## config.mk

```make
export PLATFORM = sky130hd
export DESIGN_NAME = masked_byte_pattern_scanner_unit_flat
export DESIGN_NICKNAME = d
export VERILOG_FILES = /design/src/rtl/mbps_pkg.sv /design/src/rtl/mbps_req_if.sv /design/src/rtl/mbps_rsp_if.sv /design/src/rtl/mbps_cell.sv /design/src/rtl/masked_byte_pattern_scanner_unit.sv /design/src/flat_wrapper.sv
export SDC_FILE = /design/constraint.sdc
export NUM_CORES = 2
export LEC_CHECK = 0
export BUFFER_PORTS_ARGS = -buffer_cell sky130_fd_sc_hd__buf_2
export CAP_MARGIN = 20
export CORE_ASPECT_RATIO = 0.8
export CORE_MARGIN = 2
export CORE_UTILIZATION = 65
export DETAILED_ROUTE_END_ITERATION = 7
export PLACE_DENSITY = 0.82
export SYNTH_ARGS = -nofsm -noshare
export SYNTH_HDL_FRONTEND = slang
export SYNTH_SLANG_ARGS = --single-unit
```

## constraint.sdc

```tcl
create_clock -name clock -period 41 [get_ports clock]
set_input_delay 4.1 -clock clock [delete_from_list [all_inputs] [get_ports clock]]
set_output_delay 4.1 -clock clock [all_outputs]
set_load 0.03 [all_outputs]
```

## src/rtl/mbps_pkg.sv

```systemverilog
// types and constants shared by the masked byte pattern scanner
`timescale 1ns / 1ps
package mbps_pkg;

   localparam int LEN_W   = 7;
   localparam int LIMIT_W = 16;
   localparam int ADDR_W  = 64;
   localparam int BYTE_W  = 8;
   localparam int IDX_W   = 6;
   localparam int TYPE_W  = 2;
   localparam int CSR_W   = 2;

   localparam logic [TYPE_W-1:0] REQ_LOAD  = 2'd0;
   localparam logic [TYPE_W-1:0] REQ_SCAN  = 2'd1;
   localparam logic [TYPE_W-1:0] REQ_BEGIN = 2'd2;

   localparam logic [CSR_W-1:0] CSR_PATTERN_LENGTH = 2'd0;
   localparam logic [CSR_W-1:0] CSR_MAX_MATCHES    = 2'd1;
   localparam logic [CSR_W-1:0] CSR_REGION_BASE    = 2'd2;

   localparam logic [LIMIT_W-1:0] MAX_MATCHES_RESET = 16'h4000;

   typedef struct packed {
      logic [BYTE_W-1:0] value;
      logic [BYTE_W-1:0] mask;
   } pat_entry_type;

   typedef struct packed {
      logic win_shift;
      logic rotate;
      logic load;
   } cell_ctrl_type;

endpackage

```

## src/rtl/mbps_req_if.sv

```systemverilog
// request channel of the pattern scanner
`timescale 1ns / 1ps
interface mbps_req_if import mbps_pkg::*; ();
   logic              valid;
   logic              ready;
   logic [TYPE_W-1:0] req_type;
   logic [IDX_W-1:0]  entry_index;
   logic [BYTE_W-1:0] entry_value;
   logic [BYTE_W-1:0] entry_mask;
   logic [BYTE_W-1:0] data_byte;

   modport source (output valid, req_type, entry_index, entry_value, entry_mask, data_byte,
                   input ready);
   modport sink (input valid, req_type, entry_index, entry_value, entry_mask, data_byte,
                 output ready);
endinterface

```

## src/rtl/mbps_rsp_if.sv

```systemverilog
// result channel of the pattern scanner
`timescale 1ns / 1ps
interface mbps_rsp_if import mbps_pkg::*; ();
   logic               valid;
   logic               ready;
   logic [ADDR_W-1:0]  match_address;
   logic [LIMIT_W-1:0] match_number;

   modport source (output valid, match_address, match_number, input ready);
   modport sink (input valid, match_address, match_number, output ready);
endinterface

```

## src/rtl/mbps_cell.sv

```systemverilog
// one scanner cell: window byte, rotating pattern entry and masked compare
`timescale 1ns / 1ps
module mbps_cell import mbps_pkg::*; (
   input  logic              clock,
   input  cell_ctrl_type     ctrl,
   input  logic [BYTE_W-1:0] win_in,
   output logic [BYTE_W-1:0] win_out,
   input  pat_entry_type     pat_in,
   input  pat_entry_type     load_entry,
   output pat_entry_type     pat_out,
   input  logic              active,
   output logic              hit
);

   logic [BYTE_W-1:0] win_ff;
   logic [BYTE_W-1:0] win_in_sel;
   pat_entry_type     pat_ff;
   pat_entry_type     pat_in_sel;

   always_comb begin
      win_in_sel = ctrl.win_shift ? win_in : win_ff;
      if (ctrl.load) begin
         pat_in_sel = load_entry;
      end else if (ctrl.rotate) begin
         pat_in_sel = pat_in;
      end else begin
         pat_in_sel = pat_ff;
      end
   end

   always_ff @(posedge clock) begin
      win_ff <= win_in_sel;
      pat_ff <= pat_in_sel;
   end

   assign win_out = win_ff;
   assign pat_out = pat_ff;
   assign hit     = !active || (((win_ff ^ pat_ff.value) & pat_ff.mask) == '0);

endmodule

```

## src/rtl/masked_byte_pattern_scanner_unit.sv

```systemverilog
// masked byte pattern scanner: chain of compare cells with match counting
// a matching scan item is compared in the compare stage, then its result is registered
// throughput: one item per cycle while the ring is aligned and the result register drains
// a pattern_length write rotates the pattern ring, with ready low until it is aligned
// reset inits CSRs, counters, valids; pattern and window bytes stay undefined until written
`timescale 1ns / 1ps
module masked_byte_pattern_scanner_unit import mbps_pkg::*; #(
   parameter int MAX_PATTERN = 64
) (
   input  logic              clock,
   input  logic              reset,
   mbps_req_if.sink          req_ch,
   mbps_rsp_if.source        rsp_ch,
   input  logic              csr_wr_en,
   input  logic [CSR_W-1:0]  csr_index,
   input  logic [ADDR_W-1:0] csr_wdata
);

   localparam int IW = (MAX_PATTERN > 1) ? $clog2(MAX_PATTERN) : 1;

   // configuration
   logic [LEN_W-1:0]   pattern_length_ff, pattern_length_in;
   logic [LIMIT_W-1:0] max_matches_ff, max_matches_in;
   logic [ADDR_W-1:0]  region_base_ff, region_base_in;

   // ring alignment
   logic [IW-1:0]    rot_ff, rot_in;
   logic [IW-1:0]    rot_target;
   logic [LEN_W-1:0] len_use;
   logic             aligned;

   // counters and compare stage
   logic [ADDR_W-1:0]  bytes_seen_ff, bytes_seen_in;
   logic [LIMIT_W-1:0] matches_found_ff, matches_found_in;
   logic               p_valid_ff, p_valid_in;
   logic               p_short_ff, p_short_in;
   logic [ADDR_W-1:0]  p_off_ff, p_off_in;

   // result register
   logic               rsp_valid_ff, rsp_valid_in;
   logic [ADDR_W-1:0]  rsp_address_ff, rsp_address_in;
   logic [LIMIT_W-1:0] rsp_number_ff, rsp_number_in;

   logic               req_fire, scan_fire, load_fire, begin_fire;
   logic [ADDR_W-1:0]  bytes_next;
   logic [LIMIT_W-1:0] limit;
   logic               stopped, all_hit, p_hit, out_blocked, p_stall;
   logic               load_ok;
   logic [IW-1:0]      load_slot;
   int                 slot_sum;

   logic [BYTE_W-1:0]      win_chain [MAX_PATTERN];
   pat_entry_type          pat_chain [MAX_PATTERN];
   logic [MAX_PATTERN-1:0] hit_vec;
   pat_entry_type          load_entry;

   assign len_use    = (int'(pattern_length_ff) > MAX_PATTERN) ?
                       LEN_W'(MAX_PATTERN) : pattern_length_ff;
   assign rot_target = (len_use == '0) ? '0 : IW'(MAX_PATTERN - int'(len_use));
   assign aligned    = (rot_ff == rot_target);

   assign req_fire   = req_ch.valid && req_ch.ready;
   assign scan_fire  = req_fire && (req_ch.req_type == REQ_SCAN);
   assign load_fire  = req_fire && (req_ch.req_type == REQ_LOAD);
   assign begin_fire = req_fire && (req_ch.req_type == REQ_BEGIN);

   // pattern position maps onto the ring slot shifted by the rotation
   assign load_ok    = int'(req_ch.entry_index) < MAX_PATTERN;
   assign slot_sum   = int'(req_ch.entry_index) + int'(rot_ff);
   assign load_slot  = (slot_sum >= MAX_PATTERN) ? IW'(slot_sum - MAX_PATTERN) : IW'(slot_sum);
   assign load_entry = '{value: req_ch.entry_value, mask: req_ch.entry_mask};

   for (genvar c = 0; c < MAX_PATTERN; c++) begin : g_cell
      cell_ctrl_type     ctrl;
      logic [BYTE_W-1:0] win_in;
      pat_entry_type     pat_in;
      logic              active;

      assign ctrl.win_shift = scan_fire;
      assign ctrl.rotate    = !aligned;
      assign ctrl.load      = load_fire && load_ok && (load_slot == IW'(c));
      assign active         = (int'(len_use) + c) >= MAX_PATTERN;

      if (c == MAX_PATTERN - 1) begin : g_head
         assign win_in = req_ch.data_byte;
      end else begin : g_body
         assign win_in = win_chain[c+1];
      end

      if (c == 0) begin : g_wrap
         assign pat_in = pat_chain[MAX_PATTERN-1];
      end else begin : g_link
         assign pat_in = pat_chain[c-1];
      end

      mbps_cell u_cell (
         .clock      (clock),
         .ctrl       (ctrl),
         .win_in     (win_in),
         .win_out    (win_chain[c]),
         .pat_in     (pat_in),
         .load_entry (load_entry),
         .pat_out    (pat_chain[c]),
         .active     (active),
         .hit        (hit_vec[c])
      );
   end

   assign all_hit     = &hit_vec;
   assign limit       = (max_matches_ff == '0) ? LIMIT_W'(1) : max_matches_ff;
   assign stopped     = matches_found_ff >= limit;
   assign p_hit       = p_valid_ff && !p_short_ff && (len_use != '0) && !stopped && all_hit;
   assign out_blocked = rsp_valid_ff && !rsp_ch.ready;
   assign p_stall     = p_hit && out_blocked;
   assign bytes_next  = bytes_seen_ff + ADDR_W'(1);

   assign req_ch.ready = aligned && !p_stall;

   always_comb begin
      pattern_length_in = pattern_length_ff;
      max_matches_in    = max_matches_ff;
      region_base_in    = region_base_ff;
      if (csr_wr_en) begin
         case (csr_index)
            CSR_PATTERN_LENGTH: pattern_length_in = csr_wdata[LEN_W-1:0];
            CSR_MAX_MATCHES:    max_matches_in    = csr_wdata[LIMIT_W-1:0];
            CSR_REGION_BASE:    region_base_in    = csr_wdata;
            default:            ;
         endcase
      end
   end

   always_comb begin
      rot_in = rot_ff;
      if (!aligned) begin
         rot_in = (rot_ff == IW'(MAX_PATTERN - 1)) ? '0 : rot_ff + IW'(1);
      end
   end

   always_comb begin
      bytes_seen_in = bytes_seen_ff;
      if (begin_fire) begin
         bytes_seen_in = '0;
      end else if (scan_fire) begin
         bytes_seen_in = bytes_next;
      end

      matches_found_in = matches_found_ff;
      if (begin_fire) begin
         matches_found_in = '0;
      end else if (p_hit && !p_stall) begin
         matches_found_in = matches_found_ff + LIMIT_W'(1);
      end

      p_valid_in = p_stall || scan_fire;
      p_off_in   = p_off_ff;
      p_short_in = p_short_ff;
      if (scan_fire) begin
         p_off_in   = bytes_next - ADDR_W'(len_use);
         p_short_in = bytes_next < ADDR_W'(len_use);
      end
   end

   always_comb begin
      rsp_valid_in   = rsp_valid_ff;
      rsp_address_in = rsp_address_ff;
      rsp_number_in  = rsp_number_ff;
      if (p_hit && !out_blocked) begin
         rsp_valid_in   = 1'b1;
         rsp_address_in = region_base_ff + p_off_ff;
         rsp_number_in  = matches_found_ff + LIMIT_W'(1);
      end else if (rsp_ch.ready) begin
         rsp_valid_in = 1'b0;
      end
   end

   always_ff @(posedge clock) begin
      if (reset) begin
         pattern_length_ff <= '0;
         max_matches_ff    <= MAX_MATCHES_RESET;
         region_base_ff    <= '0;
         rot_ff            <= '0;
         bytes_seen_ff     <= '0;
         matches_found_ff  <= '0;
         p_valid_ff        <= 1'b0;
         rsp_valid_ff      <= 1'b0;
      end else begin
         pattern_length_ff <= pattern_length_in;
         max_matches_ff    <= max_matches_in;
         region_base_ff    <= region_base_in;
         rot_ff            <= rot_in;
         bytes_seen_ff     <= bytes_seen_in;
         matches_found_ff  <= matches_found_in;
         p_valid_ff        <= p_valid_in;
         rsp_valid_ff      <= rsp_valid_in;
      end
   end

   always_ff @(posedge clock) begin
      p_off_ff       <= p_off_in;
      p_short_ff     <= p_short_in;
      rsp_address_ff <= rsp_address_in;
      rsp_number_ff  <= rsp_number_in;
   end

   assign rsp_ch.valid         = rsp_valid_ff;
   assign rsp_ch.match_address = rsp_address_ff;
   assign rsp_ch.match_number  = rsp_number_ff;

   // a new result only comes from a scan item in the compare stage
   a_rsp_from_stage: assert property (@(posedge clock) disable iff (reset)
      $rose(rsp_valid_ff) |-> $past(p_valid_ff))
      else $error("result appeared without a scan item in compare stage");

   // the ring keeps rotating until it lines up with the pattern length
   a_ring_moves: assert property (@(posedge clock) disable iff (reset)
      (!aligned && !csr_wr_en) |=> (rot_ff != $past(rot_ff)))
      else $error("pattern ring stalled while misaligned");

   // a held compare stage keeps its item
   a_stall_holds: assert property (@(posedge clock) disable iff (reset)
      p_stall |=> (p_valid_ff && $stable(p_off_ff)))
      else $error("compare stage lost its item during a stall");

   // match ordinals start at one
   a_number_nonzero: assert property (@(posedge clock) disable iff (reset)
      rsp_valid_ff |-> (rsp_number_ff != '0))
      else $error("match ordinal of zero");

endmodule
```

## src/flat_wrapper.sv

```systemverilog
// flat-port wrapper written by rule: the top's interface ports become plain ports
module masked_byte_pattern_scanner_unit_flat import mbps_pkg::*;
#(
   parameter int MAX_PATTERN = 64
)
  (clock, reset, csr_wr_en, csr_index, csr_wdata, req_ch_valid, req_ch_req_type, req_ch_entry_index, req_ch_entry_value, req_ch_entry_mask, req_ch_data_byte, req_ch_ready, rsp_ch_valid, rsp_ch_match_address, rsp_ch_match_number, rsp_ch_ready);
  mbps_req_if req_ch_i ();
  mbps_rsp_if rsp_ch_i ();
  input  logic clock;
  input  logic reset;
  input  logic csr_wr_en;
  input  logic [CSR_W-1:0] csr_index;
  input  logic [ADDR_W-1:0] csr_wdata;
  input wire logic [$bits(req_ch_i.valid)-1:0] req_ch_valid;
  input wire logic [$bits(req_ch_i.req_type)-1:0] req_ch_req_type;
  input wire logic [$bits(req_ch_i.entry_index)-1:0] req_ch_entry_index;
  input wire logic [$bits(req_ch_i.entry_value)-1:0] req_ch_entry_value;
  input wire logic [$bits(req_ch_i.entry_mask)-1:0] req_ch_entry_mask;
  input wire logic [$bits(req_ch_i.data_byte)-1:0] req_ch_data_byte;
  output wire logic [$bits(req_ch_i.ready)-1:0] req_ch_ready;
  output wire logic [$bits(rsp_ch_i.valid)-1:0] rsp_ch_valid;
  output wire logic [$bits(rsp_ch_i.match_address)-1:0] rsp_ch_match_address;
  output wire logic [$bits(rsp_ch_i.match_number)-1:0] rsp_ch_match_number;
  input wire logic [$bits(rsp_ch_i.ready)-1:0] rsp_ch_ready;
  assign req_ch_i.valid = req_ch_valid;
  assign req_ch_i.req_type = req_ch_req_type;
  assign req_ch_i.entry_index = req_ch_entry_index;
  assign req_ch_i.entry_value = req_ch_entry_value;
  assign req_ch_i.entry_mask = req_ch_entry_mask;
  assign req_ch_i.data_byte = req_ch_data_byte;
  assign req_ch_ready = req_ch_i.ready;
  assign rsp_ch_valid = rsp_ch_i.valid;
  assign rsp_ch_match_address = rsp_ch_i.match_address;
  assign rsp_ch_match_number = rsp_ch_i.match_number;
  assign rsp_ch_i.ready = rsp_ch_ready;
  masked_byte_pattern_scanner_unit #(.MAX_PATTERN(MAX_PATTERN)) u_core (.clock(clock), .reset(reset), .req_ch(req_ch_i), .rsp_ch(rsp_ch_i), .csr_wr_en(csr_wr_en), .csr_index(csr_index), .csr_wdata(csr_wdata));
endmodule
```

* After elaboration in Yosys (flattened, before gate mapping)
Cells that the tools add are included.
Cells by class: add/sub/neg operators 71, magnitude comparators 68, equality and inequality tests 133, muxes and demuxes 135, bitwise logic cells 128, reduce and logical (&&, ||, !) cells 287
Operator list (count):
- two-way mux 16 bit | 129
- >= comparator 32 x 8 -> 1 bit (second input constant) | 63
- bitwise AND 8 bit | 64
- logical NOT 8 bit | 64
- bitwise XOR 8 bit | 64
- adder 7 x 6 -> 8 bit (second input constant) | 32
- == test 6 bit (second input constant) | 33
- adder 7 x 5 -> 8 bit (second input constant) | 16
- != test 2 bit (second input constant) | 64
- == test 6 x 5 -> 1 bit (second input constant) | 16
- logical AND 1 bit | 77
- logical NOT 1 bit | 69
- logical OR 1 bit | 65
- adder 64 x 1 -> 64 bit (second input constant) | 1
- adder 64 bit | 1
- adder 7 x 4 -> 8 bit (second input constant) | 8
- less-than comparator 64 x 7 -> 1 bit | 1
- AND reduction 64 bit | 1
- subtractor 64 x 7 -> 64 bit | 1
- == test 6 x 4 -> 1 bit (second input constant) | 8
- adder 7 x 3 -> 8 bit (second input constant) | 4
- == test 6 x 3 -> 1 bit (second input constant) | 4
- two-way mux 6 bit | 3
- adder 16 x 1 -> 16 bit (second input constant) | 1
- 24 further kinds | 33
Word-level totals: bits in registers 1856, output and inout bits 82

* Longest topological paths before layout
word-level depth 15, gate-level depth with buffers 20, gate-level depth less buffers 15

* Hierarchy
From an unflattened synthesis, not the netlist that was laid out.
Second synthesis, totals: cells, all modules 6064, area, all modules 87092.3 um^2
By module, submodules not included:
- mbps_cell | instances 64, cells an instance 56, area each 1038.5 um^2
- masked_byte_pattern_scanner_unit | instances 1, cells an instance 2480, area each 20628.5 um^2

* Worst setup path after synthesis
No wires, ideal clock.
kind input-to-reg, from input port rsp_ch_ready, to register u_core.bytes_seen_ff[61], setup time 665 ps, arrival time 16325 ps, slack 24011 ps, cell stages on the path 8, buffers on the path 2, cells stage by stage nand2b_1 nor2_1 nand3_1 o21ai_1 clkbuf_1 clkbuf_1 inv_1 a211oi_1
Between the ends: elaborated cells between the ends (all ways) 9, classes of those cells reduce/logical: 9
RTL lines:
- start, declared | line flat_wrapper.sv:24 | input wire logic [$bits(rsp_ch_i.ready)-1:0] rsp_ch_ready;
- logical NOT 1 bit | line masked_byte_pattern_scanner_unit.sv:113 | assign out_blocked = rsp_valid_ff && !rsp_ch.ready;
- logical AND 1 bit | line masked_byte_pattern_scanner_unit.sv:113
- logical AND 1 bit | line masked_byte_pattern_scanner_unit.sv:114 | assign p_stall = p_hit && out_blocked;
- logical NOT 1 bit | line masked_byte_pattern_scanner_unit.sv:117 | assign req_ch.ready = aligned && !p_stall;
- logical AND 1 bit | line masked_byte_pattern_scanner_unit.sv:117
- logical AND 1 bit | line masked_byte_pattern_scanner_unit.sv:62 | assign req_fire = req_ch.valid && req_ch.ready;
- logical AND 1 bit | line masked_byte_pattern_scanner_unit.sv:63 | assign scan_fire = req_fire && (req_ch.req_type == REQ_SCAN);
- named net u_core.scan_fire | line masked_byte_pattern_scanner_unit.sv:44 | logic req_fire, scan_fire, load_fire, begin_fire;
- end signal, assigned | line masked_byte_pattern_scanner_unit.sv:192 | bytes_seen_ff <= bytes_seen_in;
- end, declared | line masked_byte_pattern_scanner_unit.sv:33 | logic [ADDR_W-1:0] bytes_seen_ff, bytes_seen_in;
The timed path passes the listed nets, and every way through them passes these cells. A chain may end at the register's enable or synchronous reset.

* Worst setup path after layout
from register u_core.pattern_length_ff[6], to output port req_ch_ready
Between the ends: longest elaborated chain between the ends 11, elaborated cells between the ends (all ways) 269, classes of those cells add/sub: 64; order compare: 65; eq/ne: 1; mux: 2; reduce/logical: 137
RTL lines:
- start, declared | line masked_byte_pattern_scanner_unit.sv:22 | logic [LEN_W-1:0] pattern_length_ff, pattern_length_in;
- start signal, assigned | line masked_byte_pattern_scanner_unit.sv:188 | pattern_length_ff <= pattern_length_in;
- > comparator 7 bit | line masked_byte_pattern_scanner_unit.sv:57 | assign len_use = (int'(pattern_length_ff) > MAX_PATTERN) ?
- two-way mux 7 bit (*) | line masked_byte_pattern_scanner_unit.sv:57
- adder 7 x 6 -> 8 bit (tied with other cells) | line masked_byte_pattern_scanner_unit.sv:82 | assign active = (int'(len_use) + c) >= MAX_PATTERN;
- >= comparator 32 x 8 -> 1 bit | line masked_byte_pattern_scanner_unit.sv:82
- logical NOT 1 bit | line mbps_cell.sv:38 | assign hit = !active || (((win_ff ^ pat_ff.value) & pat_ff.mask) == '0);
- logical OR 1 bit | line mbps_cell.sv:38
- AND reduction 64 bit | line masked_byte_pattern_scanner_unit.sv:109 | assign all_hit = &hit_vec;
- logical AND 1 bit | line masked_byte_pattern_scanner_unit.sv:112 | assign p_hit = p_valid_ff && !p_short_ff && (len_use != '0) && !stopped && all_hit;
- logical AND 1 bit | line masked_byte_pattern_scanner_unit.sv:114
- logical NOT 1 bit | line masked_byte_pattern_scanner_unit.sv:117
- logical AND 1 bit (*) | line masked_byte_pattern_scanner_unit.sv:117
- end, declared | line flat_wrapper.sv:20 | output wire logic [$bits(req_ch_i.ready)-1:0] req_ch_ready;
Every way passes the cells marked *; elsewhere a longest branch is shown, timed or not.

==> reports/qor.tcl <==
set qor(status) {completed}
set qor(post_drt_wl_per_cell_um) 27.9
set qor(postSynthRegisterBits) 1856
set qor(cts_max_path_buffers) 3
set qor(grt.overflow.total) 0
set qor(setup_viol) 0
set qor(total_length_of_routed_wires_mm) 227
set qor(floorplan.initialDensity) 0.656
set qor(mappedNetlistNets) 6341
set qor(clk_tree_root_cell) {clkbuf_16}
set qor(period_needed_ns) 9.43
set qor(chipHeight_um) 333
set qor(place_ws_ns) 31.58
set qor(critical_path.top_delay_family) {buffers and inverters}
set qor(slowest_delay_ns) 0.85
set qor(cts_hold_buffers) 0
set qor(post-dp-hpwl_mm) 148
set qor(layout_commonest_cell) {edfxtp_1}
set qor(clkSinkCount) 1856
set qor(layout.filler_cells) 8437
set qor(wire_length_of_the_first_global_routing_pass_mm) 338
set qor(worst-endpoint-arrival_ns) 5.33
set qor(path_cells) {buf_4 -> inv_1 -> nand2_1 -> inv_1 -> ha_1 -> inv_1 -> a41oi_1 -> o311ai_0 -> a311oi_1 -> nor2_1 -> nand3_1 -> nor2_1 -> nor2b_1 -> buf_2}
set qor(number_of_antenna_violations_at_the_first_check_in_global_routing) 8
set qor(cp_common_cell) {inv_1}
set qor(htree_levels) 4
set qor(boundaryPins) 185
set qor(timing.setup.tns_ns) 0
set qor(synth-edff-count) 1681
set qor(yosys.cell_types.count) 93
set qor(routed_via_density) 6.67
set qor(drc) 0
set qor(drt_first_iter_violations) 7192
set qor(compound_gate_portion_of_the_synthesized_area) 0.0669
set qor(cts.clk_slew.worst_paths_ns) 0.06
set qor(muxShareOfSynthArea) 0.133
set qor(synth_simple_gate_area_share) 0.0761
set qor(maxClockFrequency_ghz) 0.106
set qor(drt.antenna.violating_nets) 0
set qor(cts_resized) 0
set qor(vias) 54400
set qor(placement.io_buffers) 184
set qor(synth_fa_ha_area_frac) 0.0146
set qor(worstSkewPairLatency_ns) 0.84
set qor(max-vdd-ir-drop_mv) 0.0497
set qor(synth.yosys.seq_area_share) 0.614
set qor(mappedNetlistArea_um2) 87900
set qor(die_width_um) 415
set qor(postCtsSetupBuffers) 0
set qor(worstHoldPathType) {flop to flop}
set qor(finClkSkew_ns) 0.0465
set qor(syn_avg_cell_area_um2) 14.3
set qor(layout.nets) 6445
set qor(grt_max_degree) 180
set qor(report.power.total_w) 0.00654
set qor(tightestPinTransition_ns) 1.22
set qor(fin_crit_sh) 0.230
set qor(cp_max_fo) 26
set qor(cell_rows) 120
set qor(die-area_um2) 138000
set qor(area_growth_pct) 9.29
set qor(grt_setup_unrepaired) {no}
set qor(cell_pwr_density_nw_per_um2) 68.1
set qor(asyncSetResetFlopFracSynth) 0
set qor(place.gp.congestion) 0.968
set qor(drt_pass1_iterations) 6
set qor(timing.final.hold_violations) 0
set qor(cts_tree) {built}
set qor(critical_path_required_ns) 36.90
set qor(utilization) 0.717
set qor(grtUsageTotal) 0.324
set qor(report.final.slew_viol_count) 0
set qor(maxCapViolations) 0
set qor(timing.final.ws_setup_ns) 31.57
set qor(crit_path_end_kind) {primary output}
set qor(maxSlewHeadroom) 0.187
set qor(timing.critical_path.buf_inv) 5
set qor(fp.coreArea_um2) 134000
set qor(combinational_family_with_the_most_area_after_synthesis) {multiplexers}
set qor(critPathKind) {flop to primary output}
set qor(drive_gt1_frac) 0.259
set qor(first_global_vias) 53200
set qor(crit_path_top_delay_cell) {a311oi_1}
set qor(layout_common_cells) {1681 x edfxtp_1, 1024 x mux2_2, 579 x xor2_1}
set qor(yosys_warn_count) 0
set qor(synth-xor-area-share) 0.0739
set qor(leakage_nw) 32.7
set qor(worst_setup_path_start_kind) {flop}
set qor(synth_top_flop_cell) {edfxtp_1}
set qor(netlist_instances) 6139
set qor(cts_buffer_count) 176
state kept, by name (all words and copies together) (netlist names):
name / count
u_core.max_matches_ff: 16
u_core.rot_ff: 6
u_core.p_short_ff: 1
u_core.p_valid_ff: 1
u_core.bytes_seen_ff: 64
u_core.p_off_ff: 64
u_core.matches_found_ff: 16
u_core.g_cell.u_cell.pat_out: 1024
u_core.rsp_ch.match_address: 64
u_core.rsp_ch.match_number: 16
u_core.g_cell.u_cell.win_out: 512
u_core.pattern_length_ff: 7
u_core.rsp_ch.valid: 1
u_core.region_base_ff: 64
layout make-up:
type | instances | area, um^2 | share of cell area
sequential | 1856 | 54000 | 0.562
multi-input combinational | 3864 | 32300 | 0.336
clock buffer | 233 | 4800 | 0.0500
tap | 1769 | 2210 | 0.0230
timing repair buffer | 263 | 1650 | 0.0172
clock inverter | 86 | 748 | 0.00779
inverter | 82 | 315 | 0.00328
antenna | 3 | 7.51 | 0.0000782
kinds of logic after synthesis:
family	count (synthesis)
xor gates and xnor gates	741
muxes	1036
DFF	1856
buffers and inverters	419
and+or+nand+nor	1110
adders and majority gates	101
AOI/OAI and AO/OA	876
tightest hold or removal path, stage by stage, from the launching register on:
cell	delay, ns
dfxtp_1	0.31
nand2_1	0.05
a21oi_1	0.05
path summary, 6_finish.rpt:
check | start | end | slack, ns | depth (start not counted)
min reg2reg | u_core.region_base_ff[6] | u_core.region_base_ff[6] | 0.46 | 2
min | u_core.region_base_ff[6] | u_core.region_base_ff[6] | 0.46 | 2
max reg2reg | u_core.pattern_length_ff[6] | u_core.g_cell[29].u_cell.win_out[2] | 33.92 | 16
max | u_core.pattern_length_ff[6] | req_ch_ready | 31.57 | 14
synth_stat cells (all sizes together), types with 7 or more instances:
cell type,number,share of area
a2111oi,8,0.00081
a211o,7,0.00070
a211oi,21,0.0019
a21boi,7,0.00060
a21o,31,0.0026
a21oi,234,0.013
a22oi,267,0.023
a31o,10,0.0010
a31oi,18,0.0013
a41oi,18,0.0018
and2,23,0.0017
and3,34,0.0024
and4,9,0.00090
buf,139,0.0097
clkbuf,198,0.0085
dfxtp,175,0.040
edfxtp,1681,0.57
ha,96,0.014
inv,82,0.0035
mux2,1024,0.13
mux2i,12,0.0014
nand2,314,0.013
nand2b,79,0.0056
nand3,77,0.0047
nand3b,11,0.00098
nand4,105,0.0079
nor2,152,0.0067
nor2b,24,0.0017
nor3,68,0.0041
nor3b,10,0.00085
nor4,112,0.018
o21a,36,0.0031
o21ai,101,0.0058
o21bai,15,0.0013
o22ai,7,0.00050
o31a,9,0.00090
o31ai,32,0.0027
or2,8,0.00057
or3,44,0.0032
or4,26,0.0023
xnor2,160,0.016
xor2,581,0.058
per-stage QoR:
stage / hold WS (ns) / area, um^2 / cells
floorplan: 0.436 / 87900 / 6139
global placement: 0.447 / 90200 / 7816
detailed placement: 0.454 / 90200 / 7816
CTS: 0.461 / 95800 / 8135
global route: 0.472 / 96000 / 8155
finish: 0.462 / 96000 / 8156
metal layers:
metal / track usage / wire length, um / vias up
li1: - / - / 23600
met3: 0.0771 / 25100 / 424
met4: 0.119 / 7470 / 4
met2: 0.473 / 99500 / 3081
met5: 0 / 23 / -
met1: 0.477 / 95200 / 27300
where the power goes:
part           internal [W]  switching, W  total, W
logic              0.000644      0.000871   0.00151
registers           0.00298      0.000437   0.00341
clock network      0.000889      0.000718   0.00161
No activity file was read; power rests on OpenSTA's default activity.
